<file path="src/hdl/lzb_pkg.sv">
package lzb_pkg;

  localparam int WINDOW_BYTES = 131072;
  localparam int WIN_AW       = $clog2(WINDOW_BYTES);
  localparam int DIST_W       = 17;
  localparam int SIZE_W       = 24;
  localparam int OUTQ_DEPTH   = 4;
  localparam int OUTQ_AW      = $clog2(OUTQ_DEPTH);
  localparam int OCC_W        = $clog2(OUTQ_DEPTH + 1);

  typedef enum logic [1:0] {
    ST_RUN      = 2'd0,
    ST_DONE     = 2'd1,
    ST_BADREF   = 2'd2,
    ST_OVERFLOW = 2'd3
  } status_t;

  typedef struct packed {
    logic              emit;
    logic              copy;
    logic              taken;
    logic [7:0]        lit;
    logic [WIN_AW-1:0] rd_addr;
    logic [WIN_AW-1:0] wr_addr;
    status_t           status;
    logic [SIZE_W-1:0] size;
  } step_t;

  typedef struct packed {
    logic [7:0]        out_byte;
    logic              out_valid;
    logic              byte_taken;
    status_t           status;
    logic [SIZE_W-1:0] declared_size;
  } res_t;

endpackage

</file>
<file path="src/hdl/lzb_out_if.sv">
interface lzb_out_if;
  logic        valid;
  logic        ready;
  logic [7:0]  out_byte;
  logic        out_valid;
  logic        byte_taken;
  logic [1:0]  status;
  logic [23:0] declared_size;

  modport source (output valid, output out_byte, output out_valid, output byte_taken,
                  output status, output declared_size, input ready);
  modport sink   (input valid, input out_byte, input out_valid, input byte_taken,
                  input status, input declared_size, output ready);
endinterface

</file>
<file path="src/hdl/lzb_outq.sv">
module lzb_outq import lzb_pkg::*; (
  input  logic             clk,
  input  logic             rst_n,
  input  logic             push,
  input  res_t             push_res,
  output logic [OCC_W-1:0] occ,
  lzb_out_if.source        out_ch
);

  res_t               q_r [OUTQ_DEPTH];
  logic [OUTQ_AW-1:0] wp_r, rp_r;
  logic [OCC_W-1:0]   cnt_r;
  logic               pop;
  res_t               head;

  assign pop  = out_ch.valid && out_ch.ready;
  assign head = q_r[rp_r];
  assign occ  = cnt_r;

  always_ff @(posedge clk) begin
    if (push) begin
      q_r[wp_r] <= push_res;
    end
  end

  always_ff @(posedge clk) begin
    if (!rst_n) begin
      wp_r  <= '0;
      rp_r  <= '0;
      cnt_r <= '0;
    end else begin
      if (push) begin
        wp_r <= wp_r + OUTQ_AW'(1);
      end
      if (pop) begin
        rp_r <= rp_r + OUTQ_AW'(1);
      end
      cnt_r <= cnt_r + OCC_W'(push) - OCC_W'(pop);
    end
  end

  assign out_ch.valid         = cnt_r != '0;
  assign out_ch.out_byte      = head.out_byte;
  assign out_ch.out_valid     = head.out_valid;
  assign out_ch.byte_taken    = head.byte_taken;
  assign out_ch.status        = head.status;
  assign out_ch.declared_size = head.declared_size;

`ifndef NO_ASSERTIONS
  a_no_overrun: assert property (@(posedge clk) disable iff (!rst_n)
    push |-> cnt_r < OCC_W'(OUTQ_DEPTH))
    else $error("result queue overrun");
`endif

endmodule

</file>
<file path="src/flat_wrapper.sv">
// flat-port wrapper written by rule: the top's interface ports become plain ports
module lzb_outq_flat import lzb_pkg::*;
  (clk, rst_n, push, push_res, occ, out_ch_valid, out_ch_out_byte, out_ch_out_valid, out_ch_byte_taken, out_ch_status, out_ch_declared_size, out_ch_ready);
  lzb_out_if out_ch_i ();
  input  logic clk;
  input  logic rst_n;
  input  logic push;
  input  res_t push_res;
  output logic [OCC_W-1:0] occ;
  output wire logic [$bits(out_ch_i.valid)-1:0] out_ch_valid;
  output wire logic [$bits(out_ch_i.out_byte)-1:0] out_ch_out_byte;
  output wire logic [$bits(out_ch_i.out_valid)-1:0] out_ch_out_valid;
  output wire logic [$bits(out_ch_i.byte_taken)-1:0] out_ch_byte_taken;
  output wire logic [$bits(out_ch_i.status)-1:0] out_ch_status;
  output wire logic [$bits(out_ch_i.declared_size)-1:0] out_ch_declared_size;
  input wire logic [$bits(out_ch_i.ready)-1:0] out_ch_ready;
  assign out_ch_valid = out_ch_i.valid;
  assign out_ch_out_byte = out_ch_i.out_byte;
  assign out_ch_out_valid = out_ch_i.out_valid;
  assign out_ch_byte_taken = out_ch_i.byte_taken;
  assign out_ch_status = out_ch_i.status;
  assign out_ch_declared_size = out_ch_i.declared_size;
  assign out_ch_i.ready = out_ch_ready;
  lzb_outq u_core (.clk(clk), .rst_n(rst_n), .push(push), .push_res(push_res), .occ(occ), .out_ch(out_ch_i));
endmodule
</file>
<file path="config.mk">
export PLATFORM = sky130hd
export DESIGN_NAME = lzb_outq_flat
export DESIGN_NICKNAME = d
export VERILOG_FILES = /design/src/hdl/lzb_pkg.sv /design/src/hdl/lzb_out_if.sv /design/src/hdl/lzb_outq.sv /design/src/flat_wrapper.sv
export SDC_FILE = /design/constraint.sdc
export NUM_CORES = 1
export LEC_CHECK = 0
export BUFFER_PORTS_ARGS = -buffer_cell sky130_fd_sc_hd__buf_4
export CAP_MARGIN = 40
export CORE_ASPECT_RATIO = 0.7
export CORE_MARGIN = 5
export CORE_UTILIZATION = 51
export DETAILED_ROUTE_END_ITERATION = 12
export PLACE_DENSITY = 0.75
export SLEW_MARGIN = 20
export SYNTH_ARGS = -nofsm -noshare
export SYNTH_HDL_FRONTEND = slang
export SYNTH_SLANG_ARGS = --single-unit
export TNS_END_PERCENT = 5
</file>
<file path="constraint.sdc">
create_clock -name clk -period 2.05 [get_ports clk]
set_input_delay 0.1025 -clock clk [delete_from_list [all_inputs] [get_ports clk]]
set_output_delay 0.1025 -clock clk [all_outputs]
set_load 0.05 [all_outputs]
</file>
After elaboration in Yosys (flattened, before gate mapping) --
Memory sizes are Yosys's and may differ from the RTL's. A register that Yosys moved wholly into a read port is not among the register bits. Cells that the tools add are included. W data, S select, Z words.
Storage, ports and cells: output and inout bits 40, RAM bits 144, bits in registers 7, input bits 40, word-level logic and storage cells 14, memories kept 1
Operators by class: muxes and demuxes 4, reduce and logical (&&, ||, !) cells 2, add/sub/neg operators 4
Memories:
- u_core.q_r | depth 4, bits a word 36, rd ports 1, clocked after Yosys merged registers in 1, write ports 1, RTL line lzb_outq.sv:10 | res_t q_r [OUTQ_DEPTH];
Operator list (count):
- $add A2 B1 Y2 const B | 2
- $mux W2 | 2
- $add A3 B1 Y3 | 1
- $reduce_bool A3 Y1 | 1
- $sub A3 B1 Y3 | 1
- $mux W1 | 2
- $logic_and A1 B1 Y1 | 1

Longest topological paths before layout --
depth after elaboration 4, gate-level depth with buffers 7

Least setup slack after synthesis --
No wires, ideal clock.
path type register to register, start point register u_core.cnt_r[1], in the netlist u_core.occ[1], end point register u_core.cnt_r[2], in the netlist u_core.occ[2], arrival time 2.058 ns, required time 1.935 ns, stages on the path, launching flop included 8, slack -0.123 ns, setup time 0.115 ns, cells stage by stage dfxtp_1 o31a_1 ha_1 inv_1 ha_1 fa_1 xnor3_1 and2_1
On the way: longest elaborated chain between the ends 3, elaborated cells on any way between the ends 4, classes of those cells add/sub (2); reduce/logical (2)
RTL lines:
- from (decl) | RTL line lzb_outq.sv:12 | logic [OCC_W-1:0] cnt_r;
- from (signal assigned) | RTL line lzb_outq.sv:38 | cnt_r <= cnt_r + OCC_W'(push) - OCC_W'(pop);
- $reduce_bool A3 Y1 | RTL line lzb_outq.sv:42 | assign out_ch.valid = cnt_r != '0;
- $logic_and A1 B1 Y1 | RTL line lzb_outq.sv:16 | assign pop = out_ch.valid && out_ch.ready;
- net u_core.pop | RTL line lzb_outq.sv:13 | logic pop;
- $sub A3 B1 Y3 | RTL line lzb_outq.sv:38
The timed path passes the listed nets, and every way through them passes these cells. A chain may end at the register's enable or synchronous reset.

==> flow_summary.json <==
{
  "rrSetupSlack_ps": 130,
  "slew_headroom": 0.642,
  "drt_iter0_markers": 185,
  "status": "finished clean",
  "start_util": 0.521,
  "powerDensity_nw_per_um2": 1230,
  "clockBufferDepth": 2,
  "ff2ff_path_depth": 7,
  "yosysUniqueCellTypes": 21,
  "yosysWarnings": 0,
  "ys_top_cells_by_area": "edfxtp_1 (76%), mux4_2 (12%), dfxtp_1 (3.2%)",
  "clock_latency_ps": 410,
  "timing.final.crit_share": 0.952,
  "synth_nets": 279,
  "grt_pass1_vias": 3069,
  "numCtsBuffers": 17,
  "vias": 2774,
  "drt-total-wl_mm": 10.2,
  "io_buffers": 79,
  "crit_slowest_cell": "mux4_1",
  "ir_drop_mv": 0.917,
  "crit_chain": "buf_6, mux4_1, buf_4",
  "dieWidth_um": 137,
  "cts.sinks": 153,
  "fp.dieH_um": 98.6,
  "synth_top_area_frac": 0.756,
  "power.leakage_nw": 2.64,
  "cpPeakStageDelay_ps": 610,
  "place_hpwl_mm": 6.25,
  "drt-vias-per-instance": 5.16,
  "worstPathMaxFanout": 16,
  "cp-end-kind": "primary output",
  "antenna_found_initial": 0,
  "fmax_mhz": 513,
  "grt_setup_unrepaired": "false",
  "cp.arrival_ps": 1850,
  "required_ps": 1950,
  "io_pins": 80,
  "synth_cells": 232,
  "power_mw": 9.23,
  "hold_path_class": "in2reg",
  "r2r-start": "u_core.occ[1]",
  "worstHoldPathCells": 3,
  "dr.pass1.iters": 4,
  "rows": 32,
  "hold_end": "u_core.wp_r[1]",
  "hold_violations": 0,
  "cts_tree": "built",
  "detail-route-antenna-nets": 0,
  "crit_type": "reg2out",
  "tightest_slew_ps": 530,
  "synth-seq-area-share": 0.788,
  "drc": 0,
  "grt_usage": 0.166,
  "hold_start": "push",
  "drt-wirelength-per-cell_um": 19.0,
  "insertedDiodeCount": 0,
  "cts_root_buffer": "clkbuf_16",
  "core_area_sq_um": 11000,
  "grt_max_degree": 21,
  "netlist_area_sq_um": 5720,
  "worst_r2r_endpoint": "u_core.occ[2]",
  "ys_seq_elements": 153,
  "clk_pin_slew_worst_paths_ps": 60,
  "fin_crit_ps": 1950,
  "maxCapViolCount": 0,
  "avgSynthCellArea_sq_um": 24.6,
  "drv_slew": 0,
  "drive_above_1_share": 0.421,
  "fin_setup_tns_ps": 0,
  "syn_to_final_growth_pct": 31.0,
  "gp_congestion": 0.701,
  "clock_skew_ps": 5.34,
  "grt_pass1_wl_mm": 16.5,
  "htreeDepth": 4,
  "fp.dieArea_sq_um": 13500,
  "setup_viol_count_final": 0,
  "synth_top_area_cell": "edfxtp_1",
  "grt-ovfl-total": 0,
  "nets": 419,
  "critPathLaunchType": "register"
}
==> worst max-delay path: cells and delay by family, from the launching register on <==
kind / cells / cell delay [ps]
mux: 1 / 610
buf+inv: 2 / 450
flops: 1 / 370
==> cell usage after synthesis <==
master,instances
nor2b_1,1
nand2_1,2
mux2i_1,4
mux4_2,30
o31a_1,1
o311ai_0,1
dfxtp_1,9
inv_1,6
and2_1,8
nand2b_1,2
fa_1,1
buf_12,3
edfxtp_1,144
xor2_1,1
xnor3_1,1
clkbuf_2,1
or3_1,1
buf_6,1
ha_1,6
buf_2,3
mux4_1,6
==> layout by cell type (no fill, tap or decap), types with 2 or more instances in the layout <==
master           n
and2_1           4
and2_2           4
buf_4           90
bufinv_16        2
clkbuf_16       17
clkinv_1         2
clkinv_2         2
clkinv_4         3
clkinvlp_4       4
dfxtp_1          4
dfxtp_2          3
dfxtp_4          2
dlygate4sd3_1   37
edfxtp_1       144
ha_1             6
inv_1            6
inv_6            2
mux2i_1          4
mux4_1           6
mux4_2          30
nand2_1          2
nand2b_1         2
==> worst max-delay path by stage <==
stage	start	to	slack [ps]	cells past startpoint
global route	register	out_ch_declared_size[1]	20	3
floorplan	u_core.occ[0]	u_core.occ[2]	20	7
detailed placement	u_core.occ[2]	u_core.occ[2]	100	7
finish	register	out_ch_declared_size[1]	100	3
global placement	u_core.occ[2]	u_core.occ[2]	120	7
CTS	register	out_ch_declared_size[1]	50	3
==> report_power, final <==
part	switching [mW]	internal [mW]	leakage [nW]
clock	1.21	1.79	0.271
sequential	0.0780	3.62	1.40
combinational	1.55	0.983	0.973
total	2.83	6.40	2.64
==> layer usage <==
metal	up-vias	routed length, um	share of wire	global-route usage
met3	12	636	0.062	0.0541
met1	1419	4240	0.41	0.210
met4	0	119	0.012	0.0488
met2	83	5230	0.51	0.277
met5	-	0	0	0
li1	1260	-	-	-
==> sequential cells by signal, summed over array words and instances (netlist names), named ones only <==
| name | flops |
|---|---|
| u_core.occ | 3 |
| u_core.q_r | 144 |
| u_core.rp_r | 2 |
| u_core.wp_r | 2 |
==> metrics by stage <==
step | hold slack [ps] | util | instance area [sq um] | cells | setup WS, ps
floorplan | 201 | - | 5720 | 232 | 24.6
global placement | 303 | 0.596 | 6540 | 469 | 125
detailed placement | 308 | 0.596 | 6540 | 469 | 96.0
CTS | 36.3 | 0.682 | 7490 | 538 | 46.7
global route | 76.9 | 0.683 | 7490 | 538 | 20.6
finish | 54.4 | 0.683 | 7490 | 538 | 99.2
==> cell families after synthesis <==
logic type	synth area share
flops	0.788
buf+inv	0.0199
mux	0.153
simple gates	0.0144
xor+xnor	0.00547
fa+ha+maj	0.0166
compound gates	0.00306
==> area by class of cell <==
class                      instances  area (sq um)
multi-input combinational         65          1110
clock inverter                    15           151
clock buffer                      17           425
fill                             705          3480
timing repair buffer             129          1080
tap                              153           191
inverter                           6          22.5
sequential                       153          4520
==> what timing repair did <==
action                                  CTS  global route
gates resized for setup                   1             2
pin swaps                                 0             1
endpoints found under the hold margin   149             0
cloned                                    0             0
endpoints found under the setup margin    2             1
hold buffers                             37             0
buffers inserted                          0             0
(Power assumes the default switching activity.)
