`src/hdl/lzb_pkg.sv`:
```
package lzb_pkg;

  localparam int WINDOW_BYTES = 131072;
  localparam int WIN_AW       = $clog2(WINDOW_BYTES);
  localparam int DIST_W       = 17;
  localparam int SIZE_W       = 24;
  localparam int OUTQ_DEPTH   = 4;
  localparam int OUTQ_AW      = $clog2(OUTQ_DEPTH);
  localparam int OCC_W        = $clog2(OUTQ_DEPTH + 1);

  typedef enum logic [1:0] {
    ST_RUN      = 2'd0,
    ST_DONE     = 2'd1,
    ST_BADREF   = 2'd2,
    ST_OVERFLOW = 2'd3
  } status_t;

  typedef struct packed {
    logic              emit;
    logic              copy;
    logic              taken;
    logic [7:0]        lit;
    logic [WIN_AW-1:0] rd_addr;
    logic [WIN_AW-1:0] wr_addr;
    status_t           status;
    logic [SIZE_W-1:0] size;
  } step_t;

  typedef struct packed {
    logic [7:0]        out_byte;
    logic              out_valid;
    logic              byte_taken;
    status_t           status;
    logic [SIZE_W-1:0] declared_size;
  } res_t;

endpackage

```
`src/hdl/lzb_in_if.sv`:
```
interface lzb_in_if;
  logic       valid;
  logic       ready;
  logic [7:0] in_byte;
  logic       in_valid;

  modport source (output valid, output in_byte, output in_valid, input ready);
  modport sink   (input valid, input in_byte, input in_valid, output ready);
endinterface

```
`src/hdl/lzb_ctrl.sv`:
```
module lzb_ctrl import lzb_pkg::*; (
  input  logic              clk,
  input  logic              rst_n,
  lzb_in_if.sink            in_ch,
  input  logic [OCC_W-1:0]  occ,
  output logic              rd_en,
  output logic [WIN_AW-1:0] rd_addr,
  output logic              step_v,
  output step_t             step
);

  typedef enum logic [2:0] {
    PH_SIG, PH_SKIP, PH_SIZE, PH_CMD, PH_LIT, PH_COPY, PH_HALT
  } phase_t;

  phase_t            phase_r, phase_nxt;
  logic [1:0]        hc_r, hc_nxt;
  logic              packed_r, packed_nxt;
  logic [SIZE_W-1:0] size_r, size_nxt;
  logic [SIZE_W-1:0] prod_r, prod_nxt;
  logic [7:0]        cmd_r [4];
  logic [7:0]        cmd_nxt [4];
  logic [1:0]        idx_r, idx_nxt;
  logic [6:0]        lit_left_r, lit_left_nxt;
  logic [10:0]       copy_left_r, copy_left_nxt;
  logic [DIST_W-1:0] dist_r, dist_nxt;
  logic [WIN_AW-1:0] wpos_r, wpos_nxt;
  status_t           status_r, status_nxt;
  logic              stop_r, stop_nxt;
  logic              s1_v_r;
  step_t             s1_r;

  logic              in_fire;
  logic              emit, copy, taken, overflow;
  logic [7:0]        b0, b1, b2, b3;
  logic [2:0]        cmd_len;
  logic              cmd_done;
  logic [6:0]        dec_lit;
  logic [DIST_W-1:0] dec_dist;
  logic [10:0]       dec_copy;
  logic              dec_stop;
  logic              dec_has_dist;
  logic              al_stop;
  logic [10:0]       al_copy;
  logic [DIST_W-1:0] al_dist;
  logic [SIZE_W-1:0] al_prod;
  phase_t            al_phase;
  status_t           al_status;

  assign in_ch.ready = (occ + {{(OCC_W-1){1'b0}}, s1_v_r}) < OCC_W'(OUTQ_DEPTH);
  assign in_fire     = in_ch.valid && in_ch.ready;
  assign overflow    = prod_r >= size_r;

  assign b0 = (idx_r == 2'd0) ? in_ch.in_byte : cmd_r[0];
  assign b1 = (idx_r == 2'd1) ? in_ch.in_byte : cmd_r[1];
  assign b2 = (idx_r == 2'd2) ? in_ch.in_byte : cmd_r[2];
  assign b3 = (idx_r == 2'd3) ? in_ch.in_byte : cmd_r[3];

  always_comb begin
    dec_has_dist = 1'b1;
    dec_stop     = 1'b0;
    dec_dist     = dist_r;
    if (!b0[7]) begin
      cmd_len  = 3'd2;
      dec_lit  = {5'd0, b0[1:0]};
      dec_dist = {7'd0, b0[6:5], b1};
      dec_copy = {8'd0, b0[4:2]} + 11'd3;
    end else if (!b0[6]) begin
      cmd_len  = 3'd3;
      dec_lit  = {5'd0, b1[7:6]};
      dec_dist = {3'd0, b1[5:0], b2};
      dec_copy = {5'd0, b0[5:0]} + 11'd4;
    end else if (!b0[5]) begin
      cmd_len  = 3'd4;
      dec_lit  = {5'd0, b0[1:0]};
      dec_dist = {b0[4], b1, b2};
      dec_copy = {1'b0, b0[3:2], b3} + 11'd5;
    end else begin
      cmd_len      = 3'd1;
      dec_has_dist = 1'b0;
      dec_copy     = 11'd0;
      if (b0[4:0] <= 5'd27) begin
        dec_lit = {b0[4:0], 2'b00} + 7'd4;
      end else begin
        dec_lit  = {5'd0, b0[1:0]};
        dec_stop = 1'b1;
      end
    end
    cmd_done = ({1'b0, idx_r} + 3'd1) >= cmd_len;
  end

  always_comb begin
    if (phase_r == PH_CMD) begin
      al_stop = dec_stop;
      al_copy = dec_copy;
      al_dist = dec_has_dist ? dec_dist : dist_r;
      al_prod = prod_r;
    end else begin
      al_stop = stop_r;
      al_copy = copy_left_r;
      al_dist = dist_r;
      al_prod = prod_r + SIZE_W'(1);
    end
  end

  always_comb begin
    al_status = status_r;
    if (al_stop) begin
      al_phase  = PH_HALT;
      al_status = ST_DONE;
    end else if (al_copy == 11'd0) begin
      al_phase = PH_CMD;
    end else if (SIZE_W'(al_dist) >= al_prod) begin
      al_phase  = PH_HALT;
      al_status = ST_BADREF;
    end else begin
      al_phase = PH_COPY;
    end
  end

  always_comb begin
    phase_nxt     = phase_r;
    hc_nxt        = hc_r;
    packed_nxt    = packed_r;
    size_nxt      = size_r;
    cmd_nxt       = cmd_r;
    idx_nxt       = idx_r;
    lit_left_nxt  = lit_left_r;
    copy_left_nxt = copy_left_r;
    dist_nxt      = dist_r;
    status_nxt    = status_r;
    stop_nxt      = stop_r;
    emit          = 1'b0;
    copy          = 1'b0;
    taken         = 1'b0;
    case (phase_r)
      PH_COPY: begin
        if (overflow) begin
          phase_nxt  = PH_HALT;
          status_nxt = ST_OVERFLOW;
        end else begin
          emit          = 1'b1;
          copy          = 1'b1;
          copy_left_nxt = copy_left_r - 11'd1;
          if (copy_left_r == 11'd1) begin
            phase_nxt = PH_CMD;
          end
        end
      end
      PH_HALT: begin
      end
      default: begin
        if (in_ch.in_valid) begin
          case (phase_r)
            PH_SIG: begin
              taken = 1'b1;
              if (hc_r == 2'd0) begin
                packed_nxt = in_ch.in_byte[0];
                hc_nxt     = 2'd1;
              end else begin
                hc_nxt    = 2'd0;
                phase_nxt = packed_r ? PH_SKIP : PH_SIZE;
              end
            end
            PH_SKIP: begin
              taken = 1'b1;
              if (hc_r == 2'd2) begin
                hc_nxt    = 2'd0;
                phase_nxt = PH_SIZE;
              end else begin
                hc_nxt = hc_r + 2'd1;
              end
            end
            PH_SIZE: begin
              taken    = 1'b1;
              size_nxt = {size_r[SIZE_W-9:0], in_ch.in_byte};
              if (hc_r == 2'd2) begin
                hc_nxt    = 2'd0;
                phase_nxt = PH_CMD;
              end else begin
                hc_nxt = hc_r + 2'd1;
              end
            end
            PH_CMD: begin
              taken          = 1'b1;
              cmd_nxt[idx_r] = in_ch.in_byte;
              if (cmd_done) begin
                idx_nxt       = 2'd0;
                lit_left_nxt  = dec_lit;
                copy_left_nxt = dec_copy;
                dist_nxt      = al_dist;
                stop_nxt      = dec_stop;
                if (dec_lit != 7'd0) begin
                  phase_nxt = PH_LIT;
                end else begin
                  phase_nxt  = al_phase;
                  status_nxt = al_status;
                end
              end else begin
                idx_nxt = idx_r + 2'd1;
              end
            end
            PH_LIT: begin
              if (overflow) begin
                phase_nxt  = PH_HALT;
                status_nxt = ST_OVERFLOW;
              end else begin
                taken        = 1'b1;
                emit         = 1'b1;
                lit_left_nxt = lit_left_r - 7'd1;
                if (lit_left_r == 7'd1) begin
                  phase_nxt  = al_phase;
                  status_nxt = al_status;
                end
              end
            end
            default: begin
              phase_nxt = PH_HALT;
            end
          endcase
        end
      end
    endcase
    wpos_nxt = emit ? wpos_r + WIN_AW'(1) : wpos_r;
    prod_nxt = emit ? prod_r + SIZE_W'(1) : prod_r;
  end

  assign rd_en   = in_fire && copy;
  assign rd_addr = wpos_r - dist_r[WIN_AW-1:0] - WIN_AW'(1);

  always_ff @(posedge clk) begin
    if (!rst_n) begin
      phase_r     <= PH_SIG;
      hc_r        <= 2'd0;
      packed_r    <= 1'b0;
      size_r      <= '0;
      prod_r      <= '0;
      cmd_r       <= '{default: 8'd0};
      idx_r       <= 2'd0;
      lit_left_r  <= 7'd0;
      copy_left_r <= 11'd0;
      dist_r      <= '0;
      wpos_r      <= '0;
      status_r    <= ST_RUN;
      stop_r      <= 1'b0;
      s1_v_r      <= 1'b0;
    end else begin
      s1_v_r <= in_fire;
      if (in_fire) begin
        phase_r     <= phase_nxt;
        hc_r        <= hc_nxt;
        packed_r    <= packed_nxt;
        size_r      <= size_nxt;
        prod_r      <= prod_nxt;
        cmd_r       <= cmd_nxt;
        idx_r       <= idx_nxt;
        lit_left_r  <= lit_left_nxt;
        copy_left_r <= copy_left_nxt;
        dist_r      <= dist_nxt;
        wpos_r      <= wpos_nxt;
        status_r    <= status_nxt;
        stop_r      <= stop_nxt;
      end
    end
  end

  always_ff @(posedge clk) begin
    if (in_fire) begin
      s1_r.emit    <= emit;
      s1_r.copy    <= copy;
      s1_r.taken   <= taken;
      s1_r.lit     <= in_ch.in_byte;
      s1_r.rd_addr <= rd_addr;
      s1_r.wr_addr <= wpos_r;
      s1_r.status  <= status_nxt;
      s1_r.size    <= size_nxt;
    end
  end

  assign step_v = s1_v_r;
  assign step   = s1_r;

`ifndef NO_ASSERTIONS
  a_copy_nonzero: assert property (@(posedge clk) disable iff (!rst_n)
    phase_r == PH_COPY |-> copy_left_r != 11'd0)
    else $error("copy phase with nothing left to copy");
  a_copy_emits: assert property (@(posedge clk) disable iff (!rst_n)
    in_fire && phase_r == PH_COPY |=> s1_r.emit || s1_r.status == ST_OVERFLOW)
    else $error("copy step neither emitted nor flagged overflow");
`endif

endmodule

```
`src/flat_wrapper.sv`:
```
// flat-port wrapper written by rule: the top's interface ports become plain ports
module lzb_ctrl_flat import lzb_pkg::*;
  (clk, rst_n, occ, rd_en, rd_addr, step_v, step, in_ch_valid, in_ch_in_byte, in_ch_in_valid, in_ch_ready);
  lzb_in_if in_ch_i ();
  input  logic clk;
  input  logic rst_n;
  input  logic [OCC_W-1:0] occ;
  output logic rd_en;
  output logic [WIN_AW-1:0] rd_addr;
  output logic step_v;
  output step_t step;
  input wire logic [$bits(in_ch_i.valid)-1:0] in_ch_valid;
  input wire logic [$bits(in_ch_i.in_byte)-1:0] in_ch_in_byte;
  input wire logic [$bits(in_ch_i.in_valid)-1:0] in_ch_in_valid;
  output wire logic [$bits(in_ch_i.ready)-1:0] in_ch_ready;
  assign in_ch_i.valid = in_ch_valid;
  assign in_ch_i.in_byte = in_ch_in_byte;
  assign in_ch_i.in_valid = in_ch_in_valid;
  assign in_ch_ready = in_ch_i.ready;
  lzb_ctrl u_core (.clk(clk), .rst_n(rst_n), .in_ch(in_ch_i), .occ(occ), .rd_en(rd_en), .rd_addr(rd_addr), .step_v(step_v), .step(step));
endmodule
```
`config.mk`:
```
export PLATFORM = sky130hd
export DESIGN_NAME = lzb_ctrl_flat
export DESIGN_NICKNAME = d
export VERILOG_FILES = /design/src/hdl/lzb_pkg.sv /design/src/hdl/lzb_in_if.sv /design/src/hdl/lzb_ctrl.sv /design/src/flat_wrapper.sv
export SDC_FILE = /design/constraint.sdc
export NUM_CORES = 1
export LEC_CHECK = 0
export BUFFER_PORTS_ARGS = -buffer_cell sky130_fd_sc_hd__buf_2
export CAP_MARGIN = 20
export CELL_PAD_IN_SITES_DETAIL_PLACEMENT = 1
export CELL_PAD_IN_SITES_GLOBAL_PLACEMENT = 2
export CORE_ASPECT_RATIO = 1.4
export CORE_MARGIN = 2
export CORE_UTILIZATION = 40
export DETAILED_ROUTE_END_ITERATION = 12
export GPL_TIMING_DRIVEN = 0
export PLACE_DENSITY = 0.86
export SETUP_SLACK_MARGIN = 0.02
export SLEW_MARGIN = 20
export SYNTH_ARGS = -nofsm -noshare
export SYNTH_HDL_FRONTEND = slang
export SYNTH_SLANG_ARGS = --single-unit
```
`constraint.sdc`:
```
create_clock -name clk -period 9.9 [get_ports clk]
set_input_delay 0.495 -clock clk [delete_from_list [all_inputs] [get_ports clk]]
set_output_delay 0.495 -clock clk [all_outputs]
set_load 0.01 [all_outputs]
```
; Yosys cells after proc, flatten, opt, wreduce, memory -nomap -nowiden
; Cells that the tools add are included.
; Widths: inputs -> output; s select.
[word_totals]
reg_bits = 215
word_cells = 176
[classes]
reduce_logical = 25
bitwise = 4
n_mux = 80
n_addsub = 14
n_eq_ne = 21
n_lt_le_gt_ge = 7
[op_table]
columns = cell, n
row1 = $mux 24, 4
row2 = $mux 11, 8
row3 = $mux 17, 5
row4 = $mux 3, 15
row5 = $mux 7, 6
row6 = $mux 8, 5
row7 = $bwmux 32, 1
row8 = $mux 2, 13
row9 = $add 24x1->24 const B, 1
row10 = $ge 17x24->1, 1
row11 = $ge 24x24->1, 1
row12 = $pmux 11 s2, 1
row13 = $add 17x1->17 const B, 1
row14 = $sub 17x1->17 const B, 1
row15 = $sub 17x17->17, 1
row16 = $demux 8 s2, 1
row17 = $pmux 3 s5, 1
row18 = $pmux 7 s2, 1
row19 = $mux 1, 13
row20 = $pmux 2 s2, 3
row21 = $reduce_and 6->1, 2
row22 = $add 10x3->11 const B, 1
row23 = $eq 11x1->1 const B, 1
row24 = $logic_not 11->1, 1
row25 = other kinds (41), 63

; Depth between registers and ports, before layout
; Gate-level depths: netlist of run 1.
[depth]
depth_word = 16
depth_mapped = 21
ltp_nobuf = 17

; Worst setup path after synthesis of run 1
; No wires, ideal clock.
[synth_path]
path_type = flip-flop to flip-flop
startpoint = reg u_core.idx_r[0]
endpoint = reg u_core.phase_r[0]
path_slack_ns = 5.576
arrival_ns = 4.198
stages_incl_launch_ff = 22
synth_period_minus_slack_ns = 4.324
setup_ns = 0.125
cell_sequence = dfxtp_1 > inv_1 > ha_1 > buf_6 > buf_6 > buf_6 > clkbuf_1 > o21ai_0 > clkbuf_1 > a2111oi_0 > a211oi_1 > a21oi_1 > ha_1 > nand2b_1 > a211oi_1 > or3_1 > a211oi_1 > a21oi_1 > or4_1 > nor2_2 > nor2_1 > o41a_1
[synth_between]
elab_chain_cells = 16
[synth_rtl]
columns = item, line
row1 = "start, declared", lzb_ctrl.sv:23  ; logic [1:0] idx_r, idx_nxt;
row2 = "start signal, assigned", lzb_ctrl.sv:256  ; idx_r <= idx_nxt;
row3 = $eq 2x2->1 (tied with other cells), lzb_ctrl.sv:56  ; assign b2 = (idx_r == 2'd2) ? in_ch.in_byte : cmd_r[2];
row4 = $mux 8 (on tied branches), "lzb_ctrl.sv:56, lzb_ctrl.sv:54, lzb_ctrl.sv:55"
row5 = $mux 17 or $mux 1 (tied branches), lzb_ctrl.sv:73  ; end else if (!b0[5]) begin
row6 = $mux 17 or $mux 1 (tied branches), lzb_ctrl.sv:68  ; end else if (!b0[6]) begin
row7 = $mux 17 or $mux 1 (tied branches), lzb_ctrl.sv:63  ; if (!b0[7]) begin
row8 = $mux 17, lzb_ctrl.sv:96  ; al_dist = dec_has_dist ? dec_dist : dist_r;
row9 = $mux 17, lzb_ctrl.sv:93  ; if (phase_r == PH_CMD) begin
row10 = $ge 17x24->1, lzb_ctrl.sv:113  ; end else if (SIZE_W'(al_dist) >= al_prod) begin
row11 = $mux 2, lzb_ctrl.sv:113
row12 = $mux 3, lzb_ctrl.sv:111  ; end else if (al_copy == 11'd0) begin
row13 = $mux 3, lzb_ctrl.sv:108  ; if (al_stop) begin
row14 = $mux 3 (on tied branches), "lzb_ctrl.sv:211, lzb_ctrl.sv:193"
row15 = $mux 3 (on tied branches), "lzb_ctrl.sv:204, lzb_ctrl.sv:187"
row16 = $pmux 3 s5, lzb_ctrl.sv:154  ; case (phase_r)
row17 = $mux 3, lzb_ctrl.sv:153  ; if (in_ch.in_valid) begin
row18 = $pmux 3 s2, lzb_ctrl.sv:136  ; case (phase_r)
row19 = "end signal, assigned", lzb_ctrl.sv:250  ; phase_r <= phase_nxt;
row20 = "end, declared", lzb_ctrl.sv:16  ; phase_t phase_r, phase_nxt;
; Parallel ways exist; a longest one is shown, timed or not. The select of a mux whose other input is x is not followed.
; A chain may end at the register's enable or synchronous reset.

; Final worst setup path of run 1
[layout_path]
startpoint = reg u_core.idx_r[0]
endpoint = reg u_core.phase_r[0]
[layout_between]
elab_chain_cells = 16
[layout_rtl]
columns = item, line
row1 = $eq 2x2->1 or $logic_not 2->1 (tied branches), "lzb_ctrl.sv:56, lzb_ctrl.sv:54"
row2 = $mux 8 (on tied branches), "lzb_ctrl.sv:56, lzb_ctrl.sv:54"
row3 = $mux 17 or $mux 1 (tied branches), lzb_ctrl.sv:73
row4 = $mux 17 or $mux 1 (tied branches), lzb_ctrl.sv:68
row5 = $mux 17 or $mux 1 (tied branches), lzb_ctrl.sv:63
row6 = $mux 17 *, lzb_ctrl.sv:96
row7 = $mux 17 *, lzb_ctrl.sv:93
row8 = net u_core.al_dist[5], lzb_ctrl.sv:45  ; logic [DIST_W-1:0] al_dist;
row9 = $ge 17x24->1 *, lzb_ctrl.sv:113
row10 = $mux 2 *, lzb_ctrl.sv:113
row11 = $mux 3 *, lzb_ctrl.sv:111
row12 = $mux 3 *, lzb_ctrl.sv:108
row13 = $mux 3 (on tied branches), "lzb_ctrl.sv:211, lzb_ctrl.sv:193"
row14 = $mux 3 (on tied branches), "lzb_ctrl.sv:204, lzb_ctrl.sv:187"
row15 = $pmux 3 s5 *, lzb_ctrl.sv:154
row16 = $mux 3 *, lzb_ctrl.sv:153
row17 = $pmux 3 s2 *, lzb_ctrl.sv:136
; Mark *: on every way through the listed nets, which the timed path passes. The rest lies on a longest branch. The select of a mux whose other input is x is not followed.

==> results of run 1 <==
synth_stat cells, drive strengths merged, types with 6 or more instances:
master	number	area, sq um
a21oi	111	571
a211oi	41	308
mux2i	23	246
inv	70	265
nor3	22	115
o22ai	6	37.5
buf	22	138
xor2	44	385
or3	8	50.1
a31oi	11	68.8
o21ai	91	455
and3	22	138
xnor2	36	315
nand4	23	144
a21o	9	67.6
nand3	75	375
o31ai	6	45.0
nor2	137	519
nand2b	8	50.1
mux2	20	233
clkbuf	56	211
ha	75	938
dfxtp	144	2880
edfxtp	71	2130
nor2b	8	50.1
nand2	165	619
and2	13	81.3
nor4	12	103
o211ai	7	52.6
power breakdown:
group,internal (uW),switching (uW),total [uW]
sequential,929,6.97,936
clock,553,397,951
combinational,40.8,98.8,140
total,1520,503,2030
final timing paths:
kind,depth (start not counted),end,startpoint
max,19,u_core.phase_r[0]$_SDFFE_PN0P_,u_core.idx_r[0]$_SDFFE_PN0P_
min,1,u_core.step[61]$_DFFE_PP_,in_ch_in_byte[1]
max reg2reg,19,u_core.phase_r[0]$_SDFFE_PN0P_,u_core.idx_r[0]$_SDFFE_PN0P_
min reg2reg,2,u_core.cmd_r[8]$_SDFFE_PN0P_,u_core.cmd_r[8]$_SDFFE_PN0P_
metrics by stage:
stage	power, uW	hold WS (ns)
floorplan	1040	0.432
global placement	1090	0.440
detailed placement	1100	0.450
CTS	2050	0.165
global route	2090	0.168
finish	2030	0.182
sequential cells by signal (all words and copies together) (netlist names), 7 cells and up:
signal,flops
u_core.copy_left_r,11
u_core.wpos_r,17
u_core.size_r,24
u_core.cmd_r,32
u_core.dist_r,17
u_core.prod_r,24
u_core.lit_left_r,7
u_core.step,71
cells by family (layout without fill, tap and decap cells):
logic type | after synthesis | count (layout)
AND/OR/NAND/NOR | 516 | 516
AO/OA/AOI/OAI | 343 | 343
flip-flops | 215 | 215
buffers and inverters | 149 | 298
XOR/XNOR | 80 | 80
adder cells (fa/ha/maj) | 76 | 76
multiplexers | 43 | 43
layer usage:
metal | share of wire [%] | global-route usage (%) | up-vias | wire [um]
met3 | 4.1 | 2.91 | 87 | 1640
li1 | - | - | 5365 | -
met2 | 49 | 43.1 | 247 | 19600
met5 | 0 | 0 | - | 0
met4 | 4.0 | 10.3 | 0 | 1620
met1 | 43 | 30.4 | 5331 | 17300
cell type report:
type | instances | area (sq um) | share of cell area (%)
plain buffers | 78 | 349 | 2.46
repair buffers | 105 | 526 | 3.70
well taps | 390 | 488 | 3.43
flip-flops and latches | 215 | 5010 | 35.3
multi-input cells | 1058 | 6730 | 47.4
clock buffers | 25 | 604 | 4.25
inverters | 71 | 274 | 1.93
clock inverters | 19 | 220 | 1.55
worst max-delay path: stages (launching register included):
cell                       delay [ns]
sky130_fd_sc_hd__dfxtp_1         0.37
sky130_fd_sc_hd__inv_1           0.11
sky130_fd_sc_hd__ha_1            0.16
sky130_fd_sc_hd__buf_6           0.15
sky130_fd_sc_hd__buf_6           0.15
sky130_fd_sc_hd__buf_6           0.16
sky130_fd_sc_hd__clkbuf_1        0.38
sky130_fd_sc_hd__o21ai_0         0.28
sky130_fd_sc_hd__clkbuf_1        0.27
sky130_fd_sc_hd__o311ai_0        0.62
sky130_fd_sc_hd__o21ai_0         0.26
sky130_fd_sc_hd__ha_1            0.36
sky130_fd_sc_hd__nand4_1         0.08
sky130_fd_sc_hd__or3_1           0.39
sky130_fd_sc_hd__a211oi_1        0.28
sky130_fd_sc_hd__a21oi_1         0.12
sky130_fd_sc_hd__or4_1           0.67
sky130_fd_sc_hd__nor2_2          0.22
sky130_fd_sc_hd__nor2_1          0.10
sky130_fd_sc_hd__o41a_1          0.36
==> results.toml, run 1 <==
[synthesis]
avg_inst_size_synth_sq_um = 8.69
area_fraction_in_compound_gates_after_synthesis_pct = 17.4
synthesis.instances = 1422
synth_cell_type_count = 81
post_synth_mux_area_share_pct = 3.88
ys_ff_latch = 215
synth-xor-area-share_pct = 5.67
post_synthesis_share_of_cell_area_spent_on_and_or_nand_and_nor_gates_pct = 19.8
synth_async_sr_flop_share_pct = 0
ys_dominant_reg_cell = "sky130_fd_sc_hd__dfxtp_1"
post_synth_fa_ha_maj_area_fraction_pct = 7.75
synth_enable_flop_cells = 71
synth_top_family_by_area = "simple AND/OR/NAND/NOR gates"
netlist_area_sq_um = 12400
synth_warn = 0
synth_seq_area_share_pct = 40.6
syn_nets = 1513

[grt]
first_global_vias = 11300
overflow = 0
antenna_found_initial = 0
grt_max_degree = 80
grt.total_usage_pct = 24.5
grt_pass1_wl_um = 63200

[layout]
final_net_count = 1644
finish.cell_count_without_fillers = 1961
n_fill_cell = 3698
mostFrequentLayoutCells = "sky130_fd_sc_hd__nand2_1, sky130_fd_sc_hd__dfxtp_1, sky130_fd_sc_hd__nor2_1, sky130_fd_sc_hd__buf_2, sky130_fd_sc_hd__a21oi_1"
antenna_cells = 0
drive_above_1_share_pct = 13.0
layout-area-overhead-vs-synth_pct = 15.0
final_core_util_pct = 46.4
final_common_cell = "sky130_fd_sc_hd__nand2_1"
finalInstanceArea_sq_um = 14200

[sta]
timing_hold_violations_final = 0
slew_headroom_pct = 23.5
finalCritPeriodShare_pct = 56.8
tightest_slew_ns = 1.14
totalNegativeSetupSlack_ns = 0
maxClockFrequency_mhz = 178
rsz0062_at_grt = "false"
final_max_slew_viols = 0
final_period_minus_worst_setup_slack_ns = 5.62
timing.final.setup_violations = 0
finClkSkew_ns = 0.0189
setup_ws_ns = 4.28

[worst_setup_path]
critical_path_peak_fanout = 10
critPathKind = "register to register"
setup.worst_path.end_class = "register"
r2r_setup_slack_ns = 4.28
worst_ep_required_time_ns = 10.32
start_kind = "register"
worstPathArrival_ns = 6.04

[die]
die-width_um = 153
design.core.area_sq_um = 30600
die_h_um = 212
dieArea_sq_um = 32300
io_pins = 106
initial_utilization_pct = 40.4
row_count = 76

[pwr]
power.ir.vdd_worst_mv = 0.110
static-leakage-power_uw = 0.00529
powerDensity_nw_per_um2 = 143

[clock_network]
cts_repair_resize_count = 0
cts_tree = "yes"
cts-buffers-inserted = 24
clk_transition_reported_paths_ns = 0.06
post_cts_hold_buffer_count = 0
post_cts_setup_buffers = 0
cts_htree_levels = 1
cts.sink_count = 215
cts-root-buf = "sky130_fd_sc_hd__clkbuf_16"
clkLatencyLatePin_ns = 0.55
clock_tree.buffer_depth = 3

[place]
placed_cells_incl_taps = 1917
place_hpwl_um = 30300
post_dp_cell_area_sq_um = 13400
io_buffers = 105
routabilityCongestion = 0.886
preCtsSetupSlack_ns = 4.34

[detailed_routing]
dr_pass1_iterations = 5
ant_nets = 0
vias_per_cell = 5.62
drc_errors = 0
drt_first_iter_violations = 488
num_vias = 11000
wire_length_per_cell_um = 20.5
postRouteWirelength_um = 40200

[outcome]
run_status = "completed"

[flow_run]
max_cap_violations = 0

[hold_path]
timing.hold.worst.class = "input pin to register"
Power figures use the tool's default switching activity.
==> run 2, diff against run 1 <==
CORE_UTILIZATION = 34   (was 40)
PLACE_DENSITY = 0.77   (was 0.86)
clock period = 5.1 ns   (was 9.9 ns; I/O delays follow)
==> results.toml, run 2 (synthesis results as in run 1) <==
[grt]
antenna_found_initial = 0
grt_pass1_wl_um = 64600
overflow = 0
first_global_vias = 11300
grt.total_usage_pct = 21.8
grt_max_degree = 80

[detailed_routing]
vias_per_cell = 5.40
postRouteWirelength_um = 41100
ant_nets = 0
num_vias = 11000
drt_first_iter_violations = 461
drc_errors = 0
dr_pass1_iterations = 4
wire_length_per_cell_um = 20.1

[place]
place_hpwl_um = 31000
routabilityCongestion = 0.904
io_buffers = 105
placed_cells_incl_taps = 1989

[layout]
register_area_sq_um = 5020
n_fill_cell = 4208
final_common_cell = "sky130_fd_sc_hd__nand2_1"
final_net_count = 1656
multiInputGateArea_sq_um = 6820
drive_above_1_share_pct = 14.0
layout-area-overhead-vs-synth_pct = 17.5
antenna_cells = 0
largest_register_ff_count = 71
mostFrequentLayoutCells = "sky130_fd_sc_hd__nand2_1, sky130_fd_sc_hd__dfxtp_1, sky130_fd_sc_hd__nor2_1, sky130_fd_sc_hd__buf_2, sky130_fd_sc_hd__a21oi_1"
finish.cell_count_without_fillers = 2046

[clock_network]
clkLatencyLatePin_ns = 0.57
cts-root-buf = "sky130_fd_sc_hd__clkbuf_16"
cts_tree = "yes"
cts_htree_levels = 1
cts-buffers-inserted = 25
clock_tree.buffer_depth = 3
clk_transition_reported_paths_ns = 0.06
cts.sink_count = 215

[flow_run]
max_cap_violations = 0

[worst_setup_path]
worst_ep_required_time_ns = 5.53
critPathKind = "register to register"
crit_top_cell = "sky130_fd_sc_hd__buf_6"
worstPathCellList = "inv_1, ha_1, buf_6, buf_6, buf_6, clkbuf_2, o21ai_4, clkbuf_4, o311ai_2, o21ai_0, ha_1, nand4_1, or3_1, a211oi_2, a21oi_1, or4_4, nor2_2, nor2_1, o41a_1"
setup.worst_path.end_class = "register"
critical_path_peak_fanout = 10
crit_slowest_cell = "sky130_fd_sc_hd__or4_4"
worstPathArrival_ns = 5.32
critical_path.max_stage_delay_ns = 0.59
start_kind = "register"

[outcome]
run_status = "completed"

[sta]
timing_hold_violations_final = 0
finClkSkew_ns = 0.0252
maxClockFrequency_mhz = 205
tightest_slew_ns = 1.05
finalCritPeriodShare_pct = 95.8
slew_headroom_pct = 29.4
timing.final.setup_violations = 0
final_max_slew_viols = 0
rsz0062_at_grt = "false"
final_period_minus_worst_setup_slack_ns = 4.89

[pwr]
p_int_uw = 3000
power.combinational.fraction_pct = 7.1
power.share.clock_pct = 47.3
p_seq_share_pct = 45.6
switching_power_uw = 990
p_sw_share_pct = 24.8
total_power_uw = 3990
powerDensity_nw_per_um2 = 275
static-leakage-power_uw = 0.00536
power.ir.vdd_worst_mv = 0.198

[die]
io_pins = 106
row_count = 82
die-width_um = 165
initial_utilization_pct = 34.5
dieArea_sq_um = 37900
die_h_um = 230
design.core.area_sq_um = 35800

[hold_path]
timing.hold.worst.class = "input pin to register"
## run 2: changes by cell type in the layout (fill, tap and decap cells not counted), moves of 3 or more
cell and change:
sky130_fd_sc_hd__dlygate4sd3_1 +9, sky130_fd_sc_hd__o311ai_0 -5, sky130_fd_sc_hd__o311ai_2 +4, sky130_fd_sc_hd__clkbuf_8 +3, sky130_fd_sc_hd__clkinv_1 -3, sky130_fd_sc_hd__clkinv_2 -3
## run 2: layout make-up
type | count | share of cell area [%]
clock inverters | 12 | 1.12
inverters | 71 | 1.89
clock buffers | 34 | 4.75
plain buffers | 78 | 2.45
well taps | 462 | 3.98
repair buffers | 116 | 4.34
multi-input cells | 1058 | 46.9
flip-flops and latches | 215 | 34.5
## run 2: worst max-delay path: cells and delay by family (launching register included)
kind,cells,cell delay [ns]
compound gates,6,1.49
simple gates,5,1.38
buf+inv,6,1.02
fa+ha+maj,2,0.52
flops,1,0.35
## run 2: repair_timing
| action | CTS | global route |
|---|---|---|
| pin swaps | 0 | 2 |
| endpoints found under the hold margin | 10 | 0 |
| endpoints found under the setup margin | 6 | 6 |
| hold buffers | 9 | 0 |
| buffers inserted | 0 | 2 |
| resized for setup | 16 | 11 |
## run 2: metrics by stage
step / TNS (ns) / hold WS, ns / setup slack, ns / area, sq um / utilization [%]
after floorplan: 0 / 0.354 / 0.776 / 12400 / -
after global placement: -4.11 / 0.438 / -0.722 / 13500 / 37.6
after detailed placement: -3.40 / 0.445 / -0.704 / 13500 / 37.6
after CTS: 0 / 0.377 / 0.0288 / 14500 / 40.4
after global routing: 0 / 0.431 / 0.0211 / 14500 / 40.6
final: 0 / 0.387 / 0.212 / 14500 / 40.6
## run 2: power by group through the flow
stage | clock, uW | combinational (uW) | sequential (uW)
after detailed placement | 0 | 274 | 1860
after CTS | 1940 | 284 | 1820
after global placement | 0 | 269 | 1860
after global routing | 2010 | 313 | 1820
after floorplan | 0 | 154 | 1860
final | 1890 | 283 | 1820
## run 2: worst paths after layout
kind	start	endpoint	slack, ns	cells after the start
hold reg to reg	u_core.cmd_r[8]$_SDFFE_PN0P_	u_core.cmd_r[8]$_SDFFE_PN0P_	0.45	2
setup reg to reg	u_core.idx_r[0]$_SDFFE_PN0P_	u_core.phase_r[0]$_SDFFE_PN0P_	0.21	19
hold / removal	in_ch_valid	u_core.prod_r[7]$_SDFFE_PN0P_	0.39	5
setup / recovery	u_core.idx_r[0]$_SDFFE_PN0P_	u_core.phase_r[0]$_SDFFE_PN0P_	0.21	19
## run 2: per-layer routing
layer  track usage [%]  vias to the layer above  wire, um
met5                 0                        -         0
met1              27.8                     5391     18300
met3              2.64                       68      1340
met2              37.7                      179     20200
li1                  -                     5402         -
met4              7.26                        0      1280
==> run 3, diff against run 2 <==
ABC_AREA = 1   (was unset)
BUFFER_PORTS_ARGS = unset   (was -buffer_cell sky130_fd_sc_hd__buf_2)
DONT_BUFFER_PORTS = 1   (was unset)
REMOVE_ABC_BUFFERS = 1   (was unset)
==> results.toml, run 3 <==
[clock_network]
clk_transition_reported_paths_ns = 0.06
cts_htree_levels = 1
cts_tree = "yes"
clock_tree.buffer_depth = 3
cts.sink_count = 215
cts-root-buf = "sky130_fd_sc_hd__clkbuf_16"
cts-buffers-inserted = 25
clkLatencyLatePin_ns = 0.55

[die]
io_pins = 106
row_count = 83
design.core.area_sq_um = 36600
die-width_um = 167
die_h_um = 232
initial_utilization_pct = 34.4
dieArea_sq_um = 38600

[place]
routabilityCongestion = 0.818
io_buffers = 0
place_hpwl_um = 29700
placed_cells_incl_taps = 2094
preCtsSetupSlack_ns = -0.286

[layout]
largest_register_ff_count = 71
drive_above_1_share_pct = 6.47
mostFrequentLayoutCells = "sky130_fd_sc_hd__nand2_1, sky130_fd_sc_hd__inv_1, sky130_fd_sc_hd__a21oi_1, sky130_fd_sc_hd__o21ai_0, sky130_fd_sc_hd__dfxtp_1"
final_common_cell = "sky130_fd_sc_hd__nand2_1"
antenna_cells = 0
final_core_util_pct = 38.2
final_net_count = 1756
layout-area-overhead-vs-synth_pct = 11.1
n_fill_cell = 4514
finish.cell_count_without_fillers = 2151

[synthesis]
post_synthesis_share_of_cell_area_spent_on_and_or_nand_and_nor_gates_pct = 22.1
synth_top_cell_by_area = "sky130_fd_sc_hd__dfxtp_1"
avg_inst_size_synth_sq_um = 7.45
synth_warn = 0
netlist_area_sq_um = 12600
ys_dominant_reg_cell = "sky130_fd_sc_hd__dfxtp_1"
synth_async_sr_flop_share_pct = 0
synth-xor-area-share_pct = 3.97
synth_seq_area_share_pct = 39.9
ys_ff_latch = 215
post_synth_mux_area_share_pct = 0.398
yosys.cell_count.top_type = "sky130_fd_sc_hd__nand2_1"
synth_enable_flop_cells = 71
synthTopCellsByArea = "sky130_fd_sc_hd__dfxtp_1, sky130_fd_sc_hd__edfxtp_1, sky130_fd_sc_hd__nand2_1"
synth_top_family_by_area = "simple AND/OR/NAND/NOR gates"
post_synth_fa_ha_maj_area_fraction_pct = 7.62
netlist.area_leader.share_pct = 22.9
area_fraction_in_compound_gates_after_synthesis_pct = 17.6
synthesis.instances = 1687
synth.top_cells.by_count = "sky130_fd_sc_hd__nand2_1, sky130_fd_sc_hd__inv_1, sky130_fd_sc_hd__a21oi_1, sky130_fd_sc_hd__o21ai_0, sky130_fd_sc_hd__dfxtp_1"
synth_cell_type_count = 54

[worst_setup_path]
reg2reg_from = "u_core.idx_r[0]$_SDFFE_PN0P_"
r2r_setup_slack_ns = 0.55
worstPathArrival_ns = 4.95
worst_ep_required_time_ns = 5.49
regToRegEndpoint = "u_core.step[24]$_DFFE_PP_"
crit_slowest_cell = "sky130_fd_sc_hd__dfxtp_1"
number_of_gates_on_the_worst_path_with_buffers_counted = 26
worst-path-buf-inv = 3
rr_worst_depth = 26
critical_path_peak_fanout = 14
setup.worst_path.end_class = "register"
start_kind = "register"
crit_top_cell = "sky130_fd_sc_hd__nand2_1"
critical_path.max_stage_delay_ns = 0.44
cell_family_with_most_cp_delay = "simple AND/OR/NAND/NOR gates"
critPathKind = "register to register"

[pwr]
total_power_uw = 3880
static-leakage-power_uw = 0.00557
power.share.clock_pct = 45.1
switching_power_uw = 1020
p_seq_share_pct = 47.5
p_sw_share_pct = 26.4
powerDensity_nw_per_um2 = 278
power.combinational.fraction_pct = 7.4
p_int_uw = 2850
power.ir.vdd_worst_mv = 0.232

[sta]
maxClockFrequency_mhz = 220
rsz0062_at_grt = "false"
finalCritPeriodShare_pct = 89.3
final_max_slew_viols = 0
finClkSkew_ns = 0.0261
timing_hold_violations_final = 0
tightest_slew_ns = 0.951
timing.final.setup_violations = 0
final_period_minus_worst_setup_slack_ns = 4.55
totalNegativeSetupSlack_ns = 0
setup_ws_ns = 0.546
slew_headroom_pct = 36.4

[detailed_routing]
dr_pass1_iterations = 5
num_vias = 11100
ant_nets = 0
vias_per_cell = 5.17
drt_first_iter_violations = 545
postRouteWirelength_um = 40000
drc_errors = 0
wire_length_per_cell_um = 18.6

[hold_path]
timing.hold.worst.class = "input pin to register"
hold-path-endpoint = "u_core.step[68]$_SDFFCE_PP0P_"
worst_hold_path.num_cells = 2
min-delay-start = "in_ch_in_valid"

[grt]
overflow = 0
antenna_found_initial = 0
grt.total_usage_pct = 20.7
grt_pass1_wl_um = 63600
grt_max_degree = 88
first_global_vias = 11500

[outcome]
run_status = "completed"

[flow_run]
max_cap_violations = 0
-- run 3: cell type report --
type,instances,area (sq um),share of cell area [%]
Multi-Input combinational cell,1202,6550,46.9
Tap cell,467,584,4.18
Inverter,204,779,5.58
Clock buffer,26,629,4.51
Timing Repair Buffer,17,260,1.86
Clock inverter,20,153,1.09
Sequential cell,215,5010,35.9
-- run 3: power by group through the flow --
stage / registers, uW / logic (uW) / clock network, uW
after CTS: 1840 / 293 / 1800
after global routing: 1850 / 327 / 1860
after global placement: 1880 / 250 / 0
after detailed placement: 1880 / 270 / 0
final: 1840 / 288 / 1750
after floorplan: 1870 / 176 / 0
-- run 3: worst max-delay path by stage --
stage | from | endpoint | slack (ns)
detailed placement | u_core.idx_r[0]$_SDFFE_PN0P_ | u_core.step[24]$_DFFE_PP_ | -0.29
floorplan | u_core.step_v$_SDFF_PN0_ | u_core.prod_r[22]$_SDFFE_PN0P_ | 0.28
global route | u_core.idx_r[0]$_SDFFE_PN0P_ | u_core.status_r[0]$_SDFFE_PN0P_ | 0.04
CTS | u_core.idx_r[0]$_SDFFE_PN0P_ | u_core.status_r[0]$_SDFFE_PN0P_ | 0.04
finish | u_core.idx_r[0]$_SDFFE_PN0P_ | u_core.step[24]$_DFFE_PP_ | 0.55
global placement | u_core.step_v$_SDFF_PN0_ | u_core.prod_r[22]$_SDFFE_PN0P_ | -2.05
-- run 3: repair_timing --
item / CTS / global route
hold buffers: 9 / 0
resized for setup: 2 / 4
endpoints found under the setup margin: 5 / 6
buffers inserted: 0 / 2
endpoints found under the hold margin: 110 / 0
gates cloned: 0 / 0
pin swaps: 0 / 0
-- run 3: metrics by stage --
step | hold WS [ns] | cell area (sq um)
2_1_floorplan | 0.354 | 12300
3_3_place_gp | 0.354 | 12900
3_5_place_dp | 0.354 | 13000
4_1_cts | 0.00958 | 13900
5_1_grt | 0.0267 | 14000
6_report | 0.0285 | 14000
-- run 3: cells by family (layout without fill, tap and decap cells) --
logic type / count (synthesis) / in the layout
buffers and inverters: 270 / 267
AOI/OAI and AO/OA: 406 / 406
xor gates and xnor gates: 57 / 57
DFF: 215 / 215
muxes: 5 / 5
adders and majority gates: 76 / 76
and+or+nand+nor: 658 / 658
-- run 3: routing by layer --
metal / share of wire [%] / GRT usage [%] / vias up
li1: - / - / 5594
met1: 42 / 23.7 / 5386
met2: 53 / 39.9 / 106
met3: 2.3 / 2.34 / 43
met4: 2.7 / 6.20 / 0
met5: 0 / 0 / -
